**src/rtl/audio_peak_level_meter_assert.svh**
```systemverilog
// Assertion macros for the peak level meter.
// Each macro expects clk and rst_n in the scope where it is used.
`ifndef AUDIO_PEAK_LEVEL_METER_ASSERT_SVH
`define AUDIO_PEAK_LEVEL_METER_ASSERT_SVH

`ifndef SYNTHESIS
// Same-cycle implication.
`define APLM_ASSERT_IMP(label, ante, cons) \
    label: assert property (@(posedge clk) disable iff (!rst_n) (ante) |-> (cons)) \
        else $error("assertion failed");
// Next-cycle implication.
`define APLM_ASSERT_NXT(label, ante, cons) \
    label: assert property (@(posedge clk) disable iff (!rst_n) (ante) |=> (cons)) \
        else $error("assertion failed");
`else
`define APLM_ASSERT_IMP(label, ante, cons)
`define APLM_ASSERT_NXT(label, ante, cons)
`endif

`endif

```
**src/rtl/aplm_pkg.sv**
```systemverilog
package aplm_pkg;

    // Sample format codes
    localparam logic [2:0] FMT_U8  = 3'd0;
    localparam logic [2:0] FMT_S8  = 3'd1;
    localparam logic [2:0] FMT_U16 = 3'd2;
    localparam logic [2:0] FMT_S16 = 3'd3;
    localparam logic [2:0] FMT_U32 = 3'd4;
    localparam logic [2:0] FMT_S32 = 3'd5;
    localparam logic [2:0] FMT_F32 = 3'd6;

    // Configuration register indexes
    localparam logic [1:0] REG_FORMAT = 2'd0;
    localparam logic [1:0] REG_ENDIAN = 2'd1;

    localparam logic [2:0] FORMAT_RESET = FMT_S16;

    localparam int SAMPLE_W = 32;
    localparam int LEVEL_W  = 16;

    localparam logic [31:0] SAT_POS = 32'h7fff_ffff;

    // Commands from the controller to the datapath
    typedef struct packed {
        logic peak_update;
        logic peak_clear;
        logic div_load;
        logic div_step;
        logic out_load;
    } aplm_cmd_t;

    // Status from the datapath to the controller
    typedef struct packed {
        logic fmt_valid;
    } aplm_status_t;

    // Full scale of a format; zero for the unused code
    function automatic logic [31:0] full_scale(input logic [2:0] code);
        logic [31:0] fs;
        case (code)
            FMT_U8:  fs = 32'd255;
            FMT_S8:  fs = 32'd127;
            FMT_U16: fs = 32'd65535;
            FMT_S16: fs = 32'd32767;
            FMT_U32: fs = 32'hffff_ffff;
            FMT_S32: fs = SAT_POS;
            FMT_F32: fs = SAT_POS;
            default: fs = 32'd0;
        endcase
        return fs;
    endfunction

endpackage

```
**src/rtl/aplm_datapath.sv**
```systemverilog
module aplm_datapath #(
    parameter int LEVEL_BITS = 16
) (
    input  logic                  clk,
    input  logic                  rst_n,
    input  logic                  cfg_we,
    input  logic [1:0]            cfg_index,
    input  logic [7:0]            cfg_data,
    input  logic [31:0]           sample_bits,
    input  aplm_pkg::aplm_cmd_t   cmd,
    output aplm_pkg::aplm_status_t status,
    output logic [31:0]           peak,
    output logic [15:0]           level
);
    import aplm_pkg::*;

    localparam int DW = SAMPLE_W + LEVEL_BITS;

    logic [2:0]            fmt_reg;
    logic                  be_reg;
    logic [31:0]           peak_reg;
    logic [31:0]           pk_reg;
    logic [31:0]           rem_reg;
    logic [LEVEL_BITS-1:0] low_reg;
    logic [LEVEL_BITS-1:0] q_reg;
    logic [31:0]           peak_out_reg;
    logic [15:0]           level_out_reg;

    logic [31:0] fs;
    logic [15:0] sw16;
    logic [31:0] sw32;
    logic [7:0]  m8;
    logic [15:0] m16;
    logic [31:0] m32;
    logic [31:0] fmag;
    logic [7:0]  expo;
    logic [23:0] mant;
    logic [7:0]  sh_l;
    logic [7:0]  sh_r;
    logic [31:0] fl_shift;
    logic [31:0] mag;
    logic [31:0] clamp;
    logic [DW-1:0] dvd;
    logic [32:0] trial;
    logic        ge;

    assign fs = full_scale(fmt_reg);
    assign status.fmt_valid = (fs != 32'd0);

    // Configuration registers
    always_ff @(posedge clk or negedge rst_n)
    begin
        if (!rst_n)
        begin
            fmt_reg <= FORMAT_RESET;
            be_reg  <= 1'b0;
        end
        else if (cfg_we)
        begin
            unique case (cfg_index)
                REG_FORMAT: fmt_reg <= cfg_data[2:0];
                REG_ENDIAN: be_reg  <= cfg_data[0];
                default: ;
            endcase
        end
    end

    // Byte order and magnitudes of the integer formats
    assign sw16 = be_reg ? {sample_bits[7:0], sample_bits[15:8]} : sample_bits[15:0];
    assign sw32 = be_reg ? {sample_bits[7:0], sample_bits[15:8],
                            sample_bits[23:16], sample_bits[31:24]} : sample_bits;
    assign m8  = sample_bits[7] ? 8'(8'd0 - sample_bits[7:0]) : sample_bits[7:0];
    assign m16 = sw16[15] ? 16'(16'd0 - sw16) : sw16;
    assign m32 = sw32[31] ? 32'(32'd0 - sw32) : sw32;

    // Float to fixed: trunc(|f| * 2^31), saturated
    assign expo = sw32[30:23];
    assign mant = {1'b1, sw32[22:0]};
    assign sh_l = 8'(expo - 8'd119);
    assign sh_r = 8'(8'd119 - expo);

    always_comb
    begin
        fl_shift = 32'd0;
        if (expo == 8'hff)
            fmag = SAT_POS;
        else if (expo == 8'd0)
            fmag = 32'd0;
        else if (expo >= 8'd119)
        begin
            if (sh_l > 8'd8)
                fmag = SAT_POS;
            else
            begin
                fl_shift = {8'd0, mant} << sh_l[3:0];
                fmag = fl_shift[31] ? SAT_POS : fl_shift;
            end
        end
        else if (sh_r >= 8'd32)
            fmag = 32'd0;
        else
        begin
            fl_shift = {8'd0, mant} >> sh_r[4:0];
            fmag = fl_shift;
        end
    end

    // Pick the magnitude for the format
    always_comb
    begin
        case (fmt_reg)
            FMT_U8:  mag = {24'd0, sample_bits[7:0]};
            FMT_S8:  mag = {24'd0, m8};
            FMT_U16: mag = {16'd0, sw16};
            FMT_S16: mag = {16'd0, m16};
            FMT_U32: mag = sw32;
            FMT_S32: mag = m32;
            FMT_F32: mag = fmag;
            default: mag = 32'd0;
        endcase
    end

    // Running peak
    always_ff @(posedge clk or negedge rst_n)
    begin
        if (!rst_n)
            peak_reg <= 32'd0;
        else if (cmd.peak_clear)
            peak_reg <= 32'd0;
        else if (cmd.peak_update && (mag > peak_reg))
            peak_reg <= mag;
    end

    // Clamp and form peak * (2^LEVEL_BITS - 1)
    assign clamp = (peak_reg > fs) ? fs : peak_reg;
    assign dvd   = {clamp, LEVEL_BITS'(0)} - DW'(clamp);

    // One restoring division step
    assign trial = {rem_reg, low_reg[LEVEL_BITS-1]};
    assign ge    = (trial >= {1'b0, fs});

    // Divider and result registers
    always_ff @(posedge clk)
    begin
        if (cmd.div_load)
        begin
            pk_reg  <= clamp;
            rem_reg <= dvd[DW-1:LEVEL_BITS];
            low_reg <= dvd[LEVEL_BITS-1:0];
            q_reg   <= '0;
        end
        else if (cmd.div_step)
        begin
            rem_reg <= ge ? 32'(trial - {1'b0, fs}) : trial[31:0];
            low_reg <= {low_reg[LEVEL_BITS-2:0], 1'b0};
            q_reg   <= {q_reg[LEVEL_BITS-2:0], ge};
        end
        if (cmd.out_load)
        begin
            peak_out_reg  <= pk_reg;
            level_out_reg <= LEVEL_W'(q_reg);
        end
    end

    assign peak  = peak_out_reg;
    assign level = level_out_reg;

endmodule

```
**src/rtl/aplm_ctrl.sv**
```systemverilog
module aplm_ctrl #(
    parameter int LEVEL_BITS = 16
) (
    input  logic                   clk,
    input  logic                   rst_n,
    input  logic                   in_valid,
    input  logic                   in_last,
    output logic                   in_ready,
    output logic                   out_valid,
    input  logic                   out_ready,
    input  aplm_pkg::aplm_status_t status,
    output aplm_pkg::aplm_cmd_t    cmd
);
    import aplm_pkg::*;

    `include "audio_peak_level_meter_assert.svh"

    localparam int CW = $clog2(LEVEL_BITS + 1);

    localparam logic [1:0] S_RUN  = 2'd0;
    localparam logic [1:0] S_LOAD = 2'd1;
    localparam logic [1:0] S_DIV  = 2'd2;
    localparam logic [1:0] S_PUT  = 2'd3;

    logic [1:0]    state_reg;
    logic [1:0]    state_next;
    logic [CW-1:0] cnt_reg;
    logic [CW-1:0] cnt_next;
    logic          out_valid_reg;
    logic          out_valid_next;
    logic          in_acc;
    logic          slot_free;

    assign in_ready  = (state_reg == S_RUN);
    assign in_acc    = in_valid && in_ready;
    assign out_valid = out_valid_reg;
    assign slot_free = !out_valid_reg || out_ready;

    // Sequence: accept samples, load divider, iterate, hand over result
    always_comb
    begin
        state_next      = state_reg;
        cnt_next        = cnt_reg;
        cmd.peak_update = 1'b0;
        cmd.peak_clear  = 1'b0;
        cmd.div_load    = 1'b0;
        cmd.div_step    = 1'b0;
        cmd.out_load    = 1'b0;
        unique case (state_reg)
            S_RUN:
            begin
                if (in_acc)
                begin
                    cmd.peak_update = 1'b1;
                    if (in_last)
                    begin
                        if (status.fmt_valid)
                            state_next = S_LOAD;
                        else
                            cmd.peak_clear = 1'b1;
                    end
                end
            end
            S_LOAD:
            begin
                cmd.div_load   = 1'b1;
                cmd.peak_clear = 1'b1;
                cnt_next       = '0;
                state_next     = S_DIV;
            end
            S_DIV:
            begin
                cmd.div_step = 1'b1;
                cnt_next     = CW'(cnt_reg + 1'b1);
                if (cnt_reg == CW'(LEVEL_BITS - 1))
                    state_next = S_PUT;
            end
            S_PUT:
            begin
                if (slot_free)
                begin
                    cmd.out_load = 1'b1;
                    state_next   = S_RUN;
                end
            end
            default: state_next = S_RUN;
        endcase
    end

    // Output word valid: set on load, drop on handoff
    always_comb
    begin
        out_valid_next = out_valid_reg;
        if (cmd.out_load)
            out_valid_next = 1'b1;
        else if (out_ready)
            out_valid_next = 1'b0;
    end

    always_ff @(posedge clk or negedge rst_n)
    begin
        if (!rst_n)
        begin
            state_reg     <= S_RUN;
            cnt_reg       <= '0;
            out_valid_reg <= 1'b0;
        end
        else
        begin
            state_reg     <= state_next;
            cnt_reg       <= cnt_next;
            out_valid_reg <= out_valid_next;
        end
    end

    `APLM_ASSERT_NXT(a_load_shows_valid, cmd.out_load, out_valid_reg)
    `APLM_ASSERT_IMP(a_load_slot_free, cmd.out_load, !out_valid_reg || out_ready)
    `APLM_ASSERT_IMP(a_cnt_bound, state_reg == S_DIV, cnt_reg < CW'(LEVEL_BITS))
    `APLM_ASSERT_NXT(a_last_starts_div, in_acc && in_last && status.fmt_valid,
        state_reg == S_LOAD && !in_ready)

endmodule

```
**src/rtl/audio_peak_level_meter.sv**
```systemverilog
// Channel  Dir  Handshake                    Payload
// s_axis   in   s_axis_tvalid/s_axis_tready  tdata sample_bits, tlast last_in_buffer
// m_axis   out  m_axis_tvalid/m_axis_tready  tdata peak, level
// cfg      in   cfg_valid/cfg_ready          cfg_index, cfg_data
//
// Samples stream back to back within a buffer, one per cycle.
// After a buffer's last sample in a valid format, the meter clamps the peak and loads
// the divider, runs LEVEL_BITS steps of the restoring divider, then hands over.
// The result sits in an output register, so the next buffer starts while it waits.
// Reset clears the running peak and sets format s16, little endian.
// A stalled output holds the divider result until the slot frees up.
module audio_peak_level_meter #(
    parameter int LEVEL_BITS = 16
) (
    input  logic        clk,
    input  logic        rst_n,
    input  logic        s_axis_tvalid,
    output logic        s_axis_tready,
    input  logic [31:0] s_axis_tdata,   // [31:0] sample_bits
    input  logic        s_axis_tlast,   // last_in_buffer
    output logic        m_axis_tvalid,
    input  logic        m_axis_tready,
    output logic [47:0] m_axis_tdata,   // [31:0] peak, [47:32] level
    input  logic        cfg_valid,
    output logic        cfg_ready,
    input  logic [1:0]  cfg_index,
    input  logic [7:0]  cfg_data
);
    import aplm_pkg::*;

    aplm_cmd_t    cmd;
    aplm_status_t status;
    logic [31:0]  peak;
    logic [15:0]  level;

    assign cfg_ready    = 1'b1;
    assign m_axis_tdata = {level, peak};

    aplm_ctrl #(
        .LEVEL_BITS(LEVEL_BITS)
    ) u_ctrl (
        .clk      (clk),
        .rst_n    (rst_n),
        .in_valid (s_axis_tvalid),
        .in_last  (s_axis_tlast),
        .in_ready (s_axis_tready),
        .out_valid(m_axis_tvalid),
        .out_ready(m_axis_tready),
        .status   (status),
        .cmd      (cmd)
    );

    aplm_datapath #(
        .LEVEL_BITS(LEVEL_BITS)
    ) u_datapath (
        .clk        (clk),
        .rst_n      (rst_n),
        .cfg_we     (cfg_valid && cfg_ready),
        .cfg_index  (cfg_index),
        .cfg_data   (cfg_data),
        .sample_bits(s_axis_tdata),
        .cmd        (cmd),
        .status     (status),
        .peak       (peak),
        .level      (level)
    );

endmodule

```
**config.mk**
```make
export PLATFORM = sky130hd
export DESIGN_NAME = audio_peak_level_meter
export DESIGN_NICKNAME = d
export VERILOG_FILES = /design/src/rtl/aplm_pkg.sv /design/src/rtl/aplm_datapath.sv /design/src/rtl/aplm_ctrl.sv /design/src/rtl/audio_peak_level_meter.sv
export VERILOG_INCLUDE_DIRS = /design/src /design/src/rtl
export SDC_FILE = /design/constraint.sdc
export NUM_CORES = 1
export LEC_CHECK = 0
export BUFFER_PORTS_ARGS = -buffer_cell sky130_fd_sc_hd__buf_4
export CORE_MARGIN = 2
export CORE_UTILIZATION = 57
export CTS_CLUSTER_SIZE = 28
export DETAILED_ROUTE_END_ITERATION = 10
export PLACE_DENSITY = 0.78
export SLEW_MARGIN = 20
export SYNTH_ARGS = -nofsm -noshare
export SYNTH_HDL_FRONTEND = slang
export SYNTH_SLANG_ARGS = --single-unit
```
**constraint.sdc**
```tcl
create_clock -name clk -period 6.4 [get_ports clk]
set_input_delay 0.32 -clock clk [delete_from_list [all_inputs] [get_ports clk]]
set_output_delay 0.32 -clock clk [all_outputs]
set_load 0.01 [all_outputs]
```
### Word level (Yosys, flattened, before mapping)

Cells that the tools add are included.

* input bits: 48
* flip-flop bits (word level): 188
* output and inout port bits: 51
* logic and storage cells: 101

* magnitude comparators: 6
* add/sub/neg operators: 8
* reductions and logical operators: 17
* shift operators: 2
* muxes and demuxes: 39
* equal/unequal tests: 17

Operators by type and width (count)
* 2-to-1 mux 32 bit: 13
* case mux 32 bit (7 select lines): 1
* case mux 32 bit (6 select lines): 1
* greater-than comparator 32 bit: 2
* 2-to-1 mux 16 bit: 4
* subtractor 48 x 32 -> 48 bit: 1
* >= comparator 33 x 32 -> 1 bit: 1
* nonzero test 32 bit: 1
* << shifter 24 x 4 -> 32 bit: 1
* right shift 24 x 5 -> 32 bit: 1
* subtractor 1 x 32 -> 32 bit (first input constant): 1
* subtractor 32 bit: 1
* 2-to-1 mux 31 bit: 1
* subtractor 1 x 16 -> 16 bit (first input constant): 1
* 2-to-1 mux 2 bit: 6
* case mux 5 bit (2 select lines): 1
* == test 3 bit (second input constant): 3
* 2-to-1 mux 1 bit: 9
* == test 8 bit (second input constant): 1
* >= comparator 8 x 6 -> 1 bit (second input constant): 1
* >= comparator 8 x 7 -> 1 bit (second input constant): 1
* greater-than comparator 8 x 4 -> 1 bit (second input constant): 1
* zero test 8 bit: 1
* 2-to-1 mux 8 bit: 1
* other kinds (22): 34

### Depth between registers and ports, before layout

* word-level depth: 13
* gate-level depth with buffers: 29
* gate-level depth less buffers: 24

### Modules after synthesis

Synthesis repeated with hierarchy kept, for this count alone.

* cells, all modules: 2045
* area, all modules: 17553.1 sq um

Modules (own cells, without submodules)
* aplm_datapath: instances 1, seq. area each 5067.4 sq um, area an instance 17042.6 sq um, cells an instance 1994
* aplm_ctrl: instances 1, seq. area each 200.2 sq um, area an instance 499.2 sq um, cells an instance 49
* audio_peak_level_meter: instances 1, seq. area each 0.0 sq um, area an instance 11.3 sq um, cells an instance 2

### Least setup slack after synthesis

OpenSTA, ideal clock, no wires.

* path type: register to register
* start point: register u_datapath.fmt_reg[1]
* end point: register u_datapath.rem_reg[27] (data pin)
* arrival time: 6666 ps
* data required time: 6140 ps
* setup slack: -526 ps
* library setup time: 260 ps
* cell stages (with the launch flop): 28
* buffers on the path: 6
* period minus slack after synthesis: 6926 ps
* path through: dfstp_2 clkbuf_1 clkinv_1 nand2_1 nand2_1 ha_1 nand4_2 or4_1 or3_1 o21ai_2 o21a_1 buf_6 buf_2 buf_1 buf_2 buf_1 a21oi_1 ha_1 a21oi_1 nor2b_1 a311o_1 a21o_1 a21oi_1 nor3_1 a2111oi_2 o22ai_1 xnor2_1 mux2_2

* longest elaborated chain between the ends: 7
* elaborated cells on any way between the ends: 17
* classes of those cells: add/sub (2); order compare (2); eq/ne (6); mux (5); reduce/logical (2)

Ends and longest elaborated chain
* from (decl): RTL line aplm_datapath.sv:19 `logic [2:0] fmt_reg;`
* from (signal assigned): RTL line aplm_datapath.sv:61 `REG_FORMAT: fmt_reg <= cfg_data[2:0];`
* == test 3 bit: RTL line aplm_pkg.sv:40 `case (code)`
* OR reduction 2 bit (no line)
* case mux 32 bit (6 select lines) (*): RTL line aplm_pkg.sv:40
* greater-than comparator 32 bit (tied with other cells): RTL line aplm_datapath.sv:135 `assign clamp = (peak_reg > fs) ? fs : peak_reg;`
* 2-to-1 mux 32 bit, on equally long branches: RTL line aplm_datapath.sv:135, aplm_datapath.sv:154
* subtractor 48 x 32 -> 48 bit or 2-to-1 mux 32 bit (tied branches): RTL line aplm_datapath.sv:136, aplm_datapath.sv:152
* 2-to-1 mux 32 bit (*): RTL line aplm_datapath.sv:145 `if (cmd.div_load)`
* to (signal assigned): RTL line aplm_datapath.sv:148 `rem_reg <= dvd[DW-1:LEVEL_BITS];`
* to (signal assigned): RTL line aplm_datapath.sv:154 `rem_reg <= ge ? 32'(trial - {1'b0, fs}) : trial[31:0];`
* to (decl): RTL line aplm_datapath.sv:23 `logic [31:0] rem_reg;`

Every way passes the cells marked *; elsewhere a longest branch is shown, timed or not. The select of a mux whose other input is x is not followed.
A chain may end at the register's enable or synchronous reset.

### Worst setup path in the final report

* start point: register u_datapath.be_reg
* end point: register u_datapath.peak_reg[0]

* longest elaborated chain between the ends: 12
* elaborated cells on any way between the ends: 27
* classes of those cells: add/sub (4); order compare (4); eq/ne (1); shift (2); mux (13); reduce/logical (3)

Ends and longest elaborated chain
* from (decl): RTL line aplm_datapath.sv:20 `logic be_reg;`
* from (signal assigned): RTL line aplm_datapath.sv:62 `REG_ENDIAN: be_reg <= cfg_data[0];`
* 2-to-1 mux 32 bit: RTL line aplm_datapath.sv:70 `assign sw32 = be_reg ? {sample_bits[7:0], sample_bits[15:8],`
* subtractor 8 x 7 -> 8 bit: RTL line aplm_datapath.sv:79 `assign sh_l = 8'(expo - 8'd119);`
* << shifter 24 x 4 -> 32 bit: RTL line aplm_datapath.sv:95 `fl_shift = {8'd0, mant} << sh_l[3:0];`
* 2-to-1 mux 31 bit: RTL line aplm_datapath.sv:96 `fmag = fl_shift[31] ? SAT_POS : fl_shift;`
* 2-to-1 mux 32 bit: RTL line aplm_datapath.sv:91 `if (sh_l > 8'd8)`
* 2-to-1 mux 32 bit: RTL line aplm_datapath.sv:89 `else if (expo >= 8'd119)`
* 2-to-1 mux 32 bit: RTL line aplm_datapath.sv:87 `else if (expo == 8'd0)`
* 2-to-1 mux 32 bit: RTL line aplm_datapath.sv:85 `if (expo == 8'hff)`
* case mux 32 bit (7 select lines) (*): RTL line aplm_datapath.sv:111 `case (fmt_reg)`
* greater-than comparator 32 bit: RTL line aplm_datapath.sv:130 `else if (cmd.peak_update && (mag > peak_reg))`
* logical AND 1 bit: RTL line aplm_datapath.sv:130
* nonzero test 2 bit (no line)
* to (signal assigned): RTL line aplm_datapath.sv:131 `peak_reg <= mag;`
* to (decl): RTL line aplm_datapath.sv:21 `logic [31:0] peak_reg;`

Marked as above.

==> results.py <==
metrics = {
    "cells_and_area": {
        "n_fill_cell": 2500,
        "drive_gt1_share_pct": 14.27,
        "area_growth_pct": 12.55,
        "final_common_cell": "nor2_1",
        "diodes": 0,
        "largest_reg_flops": 64,
        "layout_common_cells": "nor2_1 (234), a21oi_1 (209), buf_4 (181), o21ai_0 (143), nand2_1 (136)",
        "nets": 2346,
    },
    "run_status": {
        "status": "finished clean",
    },
    "global_route": {
        "grt_pass1_vias": 16149,
        "grt_use_total_pct": 37.22,
        "antenna_found_initial": 1,
        "grt_overflow": 0,
        "grt_pass1_wl_um": 91050,
        "grt_max_degree": 73,
    },
    "clocking": {
        "numCtsBuffers": 17,
        "root_buffer": "clkbuf_16",
        "insertion_delay_ns": 0.45,
        "cts_tree": "done",
        "cts_buffer_depth": 2,
        "cts.sinks": 188,
        "cts.clk_slew.worst_paths_ns": 0.08,
        "htreeDepth": 4,
        "post-cts-setup-buffers": 0,
    },
    "detailed_routing": {
        "dr.pass1.iters": 6,
        "drt_iter0_drc": 1704,
        "wl_per_cell_um": 23.11,
        "ant_nets": 0,
        "routed_via_density": 6.581,
        "routed_wl_um": 59370,
        "drcViolationCount": 0,
        "dr_total_vias": 16906,
    },
    "die": {
        "rows": 63,
        "coreArea_um2": 29870,
        "die-area_um2": 31950,
        "die_x_um": 178.7,
        "die_h_um": 178.7,
        "num_io_pins": 99,
        "initial_utilization_pct": 58.26,
    },
    "setup_path": {
        "path_cells": "mux2i_4 > inv_1 > ha_1 > a21oi_1 > a31oi_1 > nor3_1 > o21ai_2 > buf_4 > o211ai_1 > o221ai_1 > ha_1 > nand4_1 > nor2_1 > o211ai_1 > a311oi_1 > nor2_4 > buf_12 > mux2i_1 > nor2b_1",
        "crit_required_ns": 6.70,
        "crit_path_max_fanout": 33,
        "crit_arrival_ns": 6.40,
        "slowest_stage": "dfrtp_4",
        "slowest_delay_ns": 0.61,
        "crit_type": "reg2reg",
        "endpoint_kind": "register",
        "crit_path_start_kind": "register",
    },
    "logic_synthesis": {
        "synthArstFlopShare_pct": 23.40,
        "avgSynthCellArea_um2": 8.404,
        "synth_enable_flop_cells": 128,
        "ys_warn_count": 0,
        "yosys_register_bits": 188,
        "synth_top_cell_by_area": "edfxtp_1",
        "syn_area_um2": 17410,
        "ys.flop_type": "edfxtp_1",
        "yosysTopAreaCellShare_pct": 22.08,
        "ys_seq_area_share_pct": 30.26,
        "synth.area.top_cells": "edfxtp_1 (22%), ha_1 (9.4%), mux2i_1 (7.2%), dfrtp_1 (6.0%), a21oi_1 (6.0%)",
        "synth_cell_type_count": 87,
        "syn_nets": 2251,
        "synth_cells": 2071,
    },
    "sta": {
        "fmax_ghz": 0.1639,
        "grt_setup_unrepaired": "no",
        "slew_viol_final": 0,
        "tightest_slew_ns": 0.9547,
        "fin_crit_ns": 6.102,
        "hold_viol": 0,
        "max-slew-margin-rel_pct": 36.35,
        "setup_viol": 0,
        "timing.final.crit_share_pct": 95.35,
        "setup_tns_ns": 0,
        "setup_ws_ns": 0.2975,
        "clock_skew_ns": 0.01220,
    },
    "placement": {
        "hpwl_um": 46700,
        "numPortBuffers": 92,
        "dp_slack_ns": 0.2801,
        "place.gp.congestion": 1.022,
    },
    "min_path": {
        "hold_class": "in2reg",
    },
    "power_and_ir_drop": {
        "ir_drop_uv": 291.6,
        "p_leak_uw": 0.008348,
        "power_density_nw_per_um2": 572.8,
    },
    "job": {
        "cap_viol_max_count": 0,
    },
}
-- area by class of cell --
| class | instances | area [um^2] | area share [%] |
|---|---|---|---|
| multi-input cells | 1667 | 11390 | 58.12 |
| flip-flops and latches | 188 | 5271 | 26.91 |
| repair buffers | 185 | 1429 | 7.294 |
| well taps | 390 | 488.0 | 2.491 |
| clock buffers | 18 | 439.2 | 2.242 |
| inverters | 107 | 402.9 | 2.057 |
| clock inverters | 14 | 173.9 | 0.8878 |
-- layer usage --
layer / GRT usage [%] / routed length (um)
met1: 44.07 / 22590
met2: 65.30 / 29240
met3: 4.495 / 3796
met4: 20.93 / 3728
met5: 0 / 13
-- path summary, 6_finish.rpt --
check                                 startpoint                     end  slack, ns  cells past startpoint
hold / removal                       cfg_data[1]   u_datapath.fmt_reg[1]       0.09                      3
min in group asynchronous                  rst_n       u_ctrl.cnt_reg[3]       0.40                      2
hold reg to reg            u_datapath.pk_reg[17]     u_datapath.peak[17]       0.42                      0
max in group asynchronous                  rst_n       u_datapath.be_reg       5.53                      2
setup / recovery               u_datapath.be_reg  u_datapath.peak_reg[0]       0.30                     19
setup reg to reg               u_datapath.be_reg  u_datapath.peak_reg[0]       0.30                     19
-- power by group --
group	internal [uW]	leakage (uW)	switching [uW]	total (uW)
clock network	539	0.000294	538	1080
registers	2090	0.00193	297	2390
logic	2970	0.00612	4790	7760
-- cell usage after synthesis, types with 5 or more instances --
| cell type | n |
|---|---|
| nor2_1 | 236 |
| a21oi_1 | 209 |
| o21ai_0 | 144 |
| nand2_1 | 138 |
| ha_1 | 131 |
| edfxtp_1 | 128 |
| mux2i_1 | 126 |
| inv_1 | 102 |
| xnor2_1 | 91 |
| clkbuf_1 | 75 |
| a211oi_1 | 62 |
| nor3_1 | 49 |
| a21o_1 | 47 |
| dfrtp_1 | 42 |
| mux2_2 | 40 |
| nand3_1 | 38 |
| nand4_1 | 29 |
| o211ai_1 | 24 |
| a31oi_1 | 21 |
| o21a_1 | 19 |
| o22ai_1 | 18 |
| xor2_1 | 18 |
| buf_1 | 16 |
| dfxtp_1 | 16 |
| nand2b_1 | 16 |
| nor2b_1 | 16 |
| o31ai_1 | 16 |
| and3_1 | 15 |
| o221ai_1 | 13 |
| and2_1 | 10 |
| buf_2 | 10 |
| nor4_1 | 10 |
| o21bai_1 | 10 |
| or3_1 | 9 |
| a221oi_1 | 8 |
| o311ai_0 | 6 |
| a31o_2 | 5 |
| and4_1 | 5 |
| buf_4 | 5 |
| nor3b_1 | 5 |
| o21ai_2 | 5 |
-- critical path: cells and delay by family, from the launching register on --
family	cells	cell delay (ns)
AND/OR/NAND/NOR	5	1.16
flip-flops	1	0.61
multiplexers	2	0.65
adder cells (fa/ha/maj)	2	0.67
buffers and inverters	3	0.71
AO/OA/AOI/OAI	7	2.11
-- kinds of logic after synthesis --
family	share of synthesized area (%)
AOI/OAI and AO/OA	23.68
DFF	30.26
buffers and inverters	4.967
other	0.02154
muxes	10.07
and+or+nand+nor	15.98
xor gates and xnor gates	5.485
adders and majority gates	9.532
-- stage by stage --
stage	cells	hold WS [ns]	cell area (um^2)	util, %	total power [uW]
after detailed placement	2536	0.3504	18940	63.39	9920
after global routing	2569	0.08689	19590	65.57	11980
after CTS	2569	0.08016	19560	65.48	11050
after global placement	2536	0.3448	18940	63.39	9709
final	2569	0.08892	19590	65.57	11220
after floorplan	2071	0.02441	17410	-	7591
-- what timing repair did --
| item | CTS | global route |
|---|---|---|
| gates resized for setup | 0 | 6 |
| endpoints found under the hold margin | 42 | 0 |
| hold buffers | 1 | 0 |
| endpoints found under the setup margin | 0 | 39 |
(Power assumes the default switching activity.)
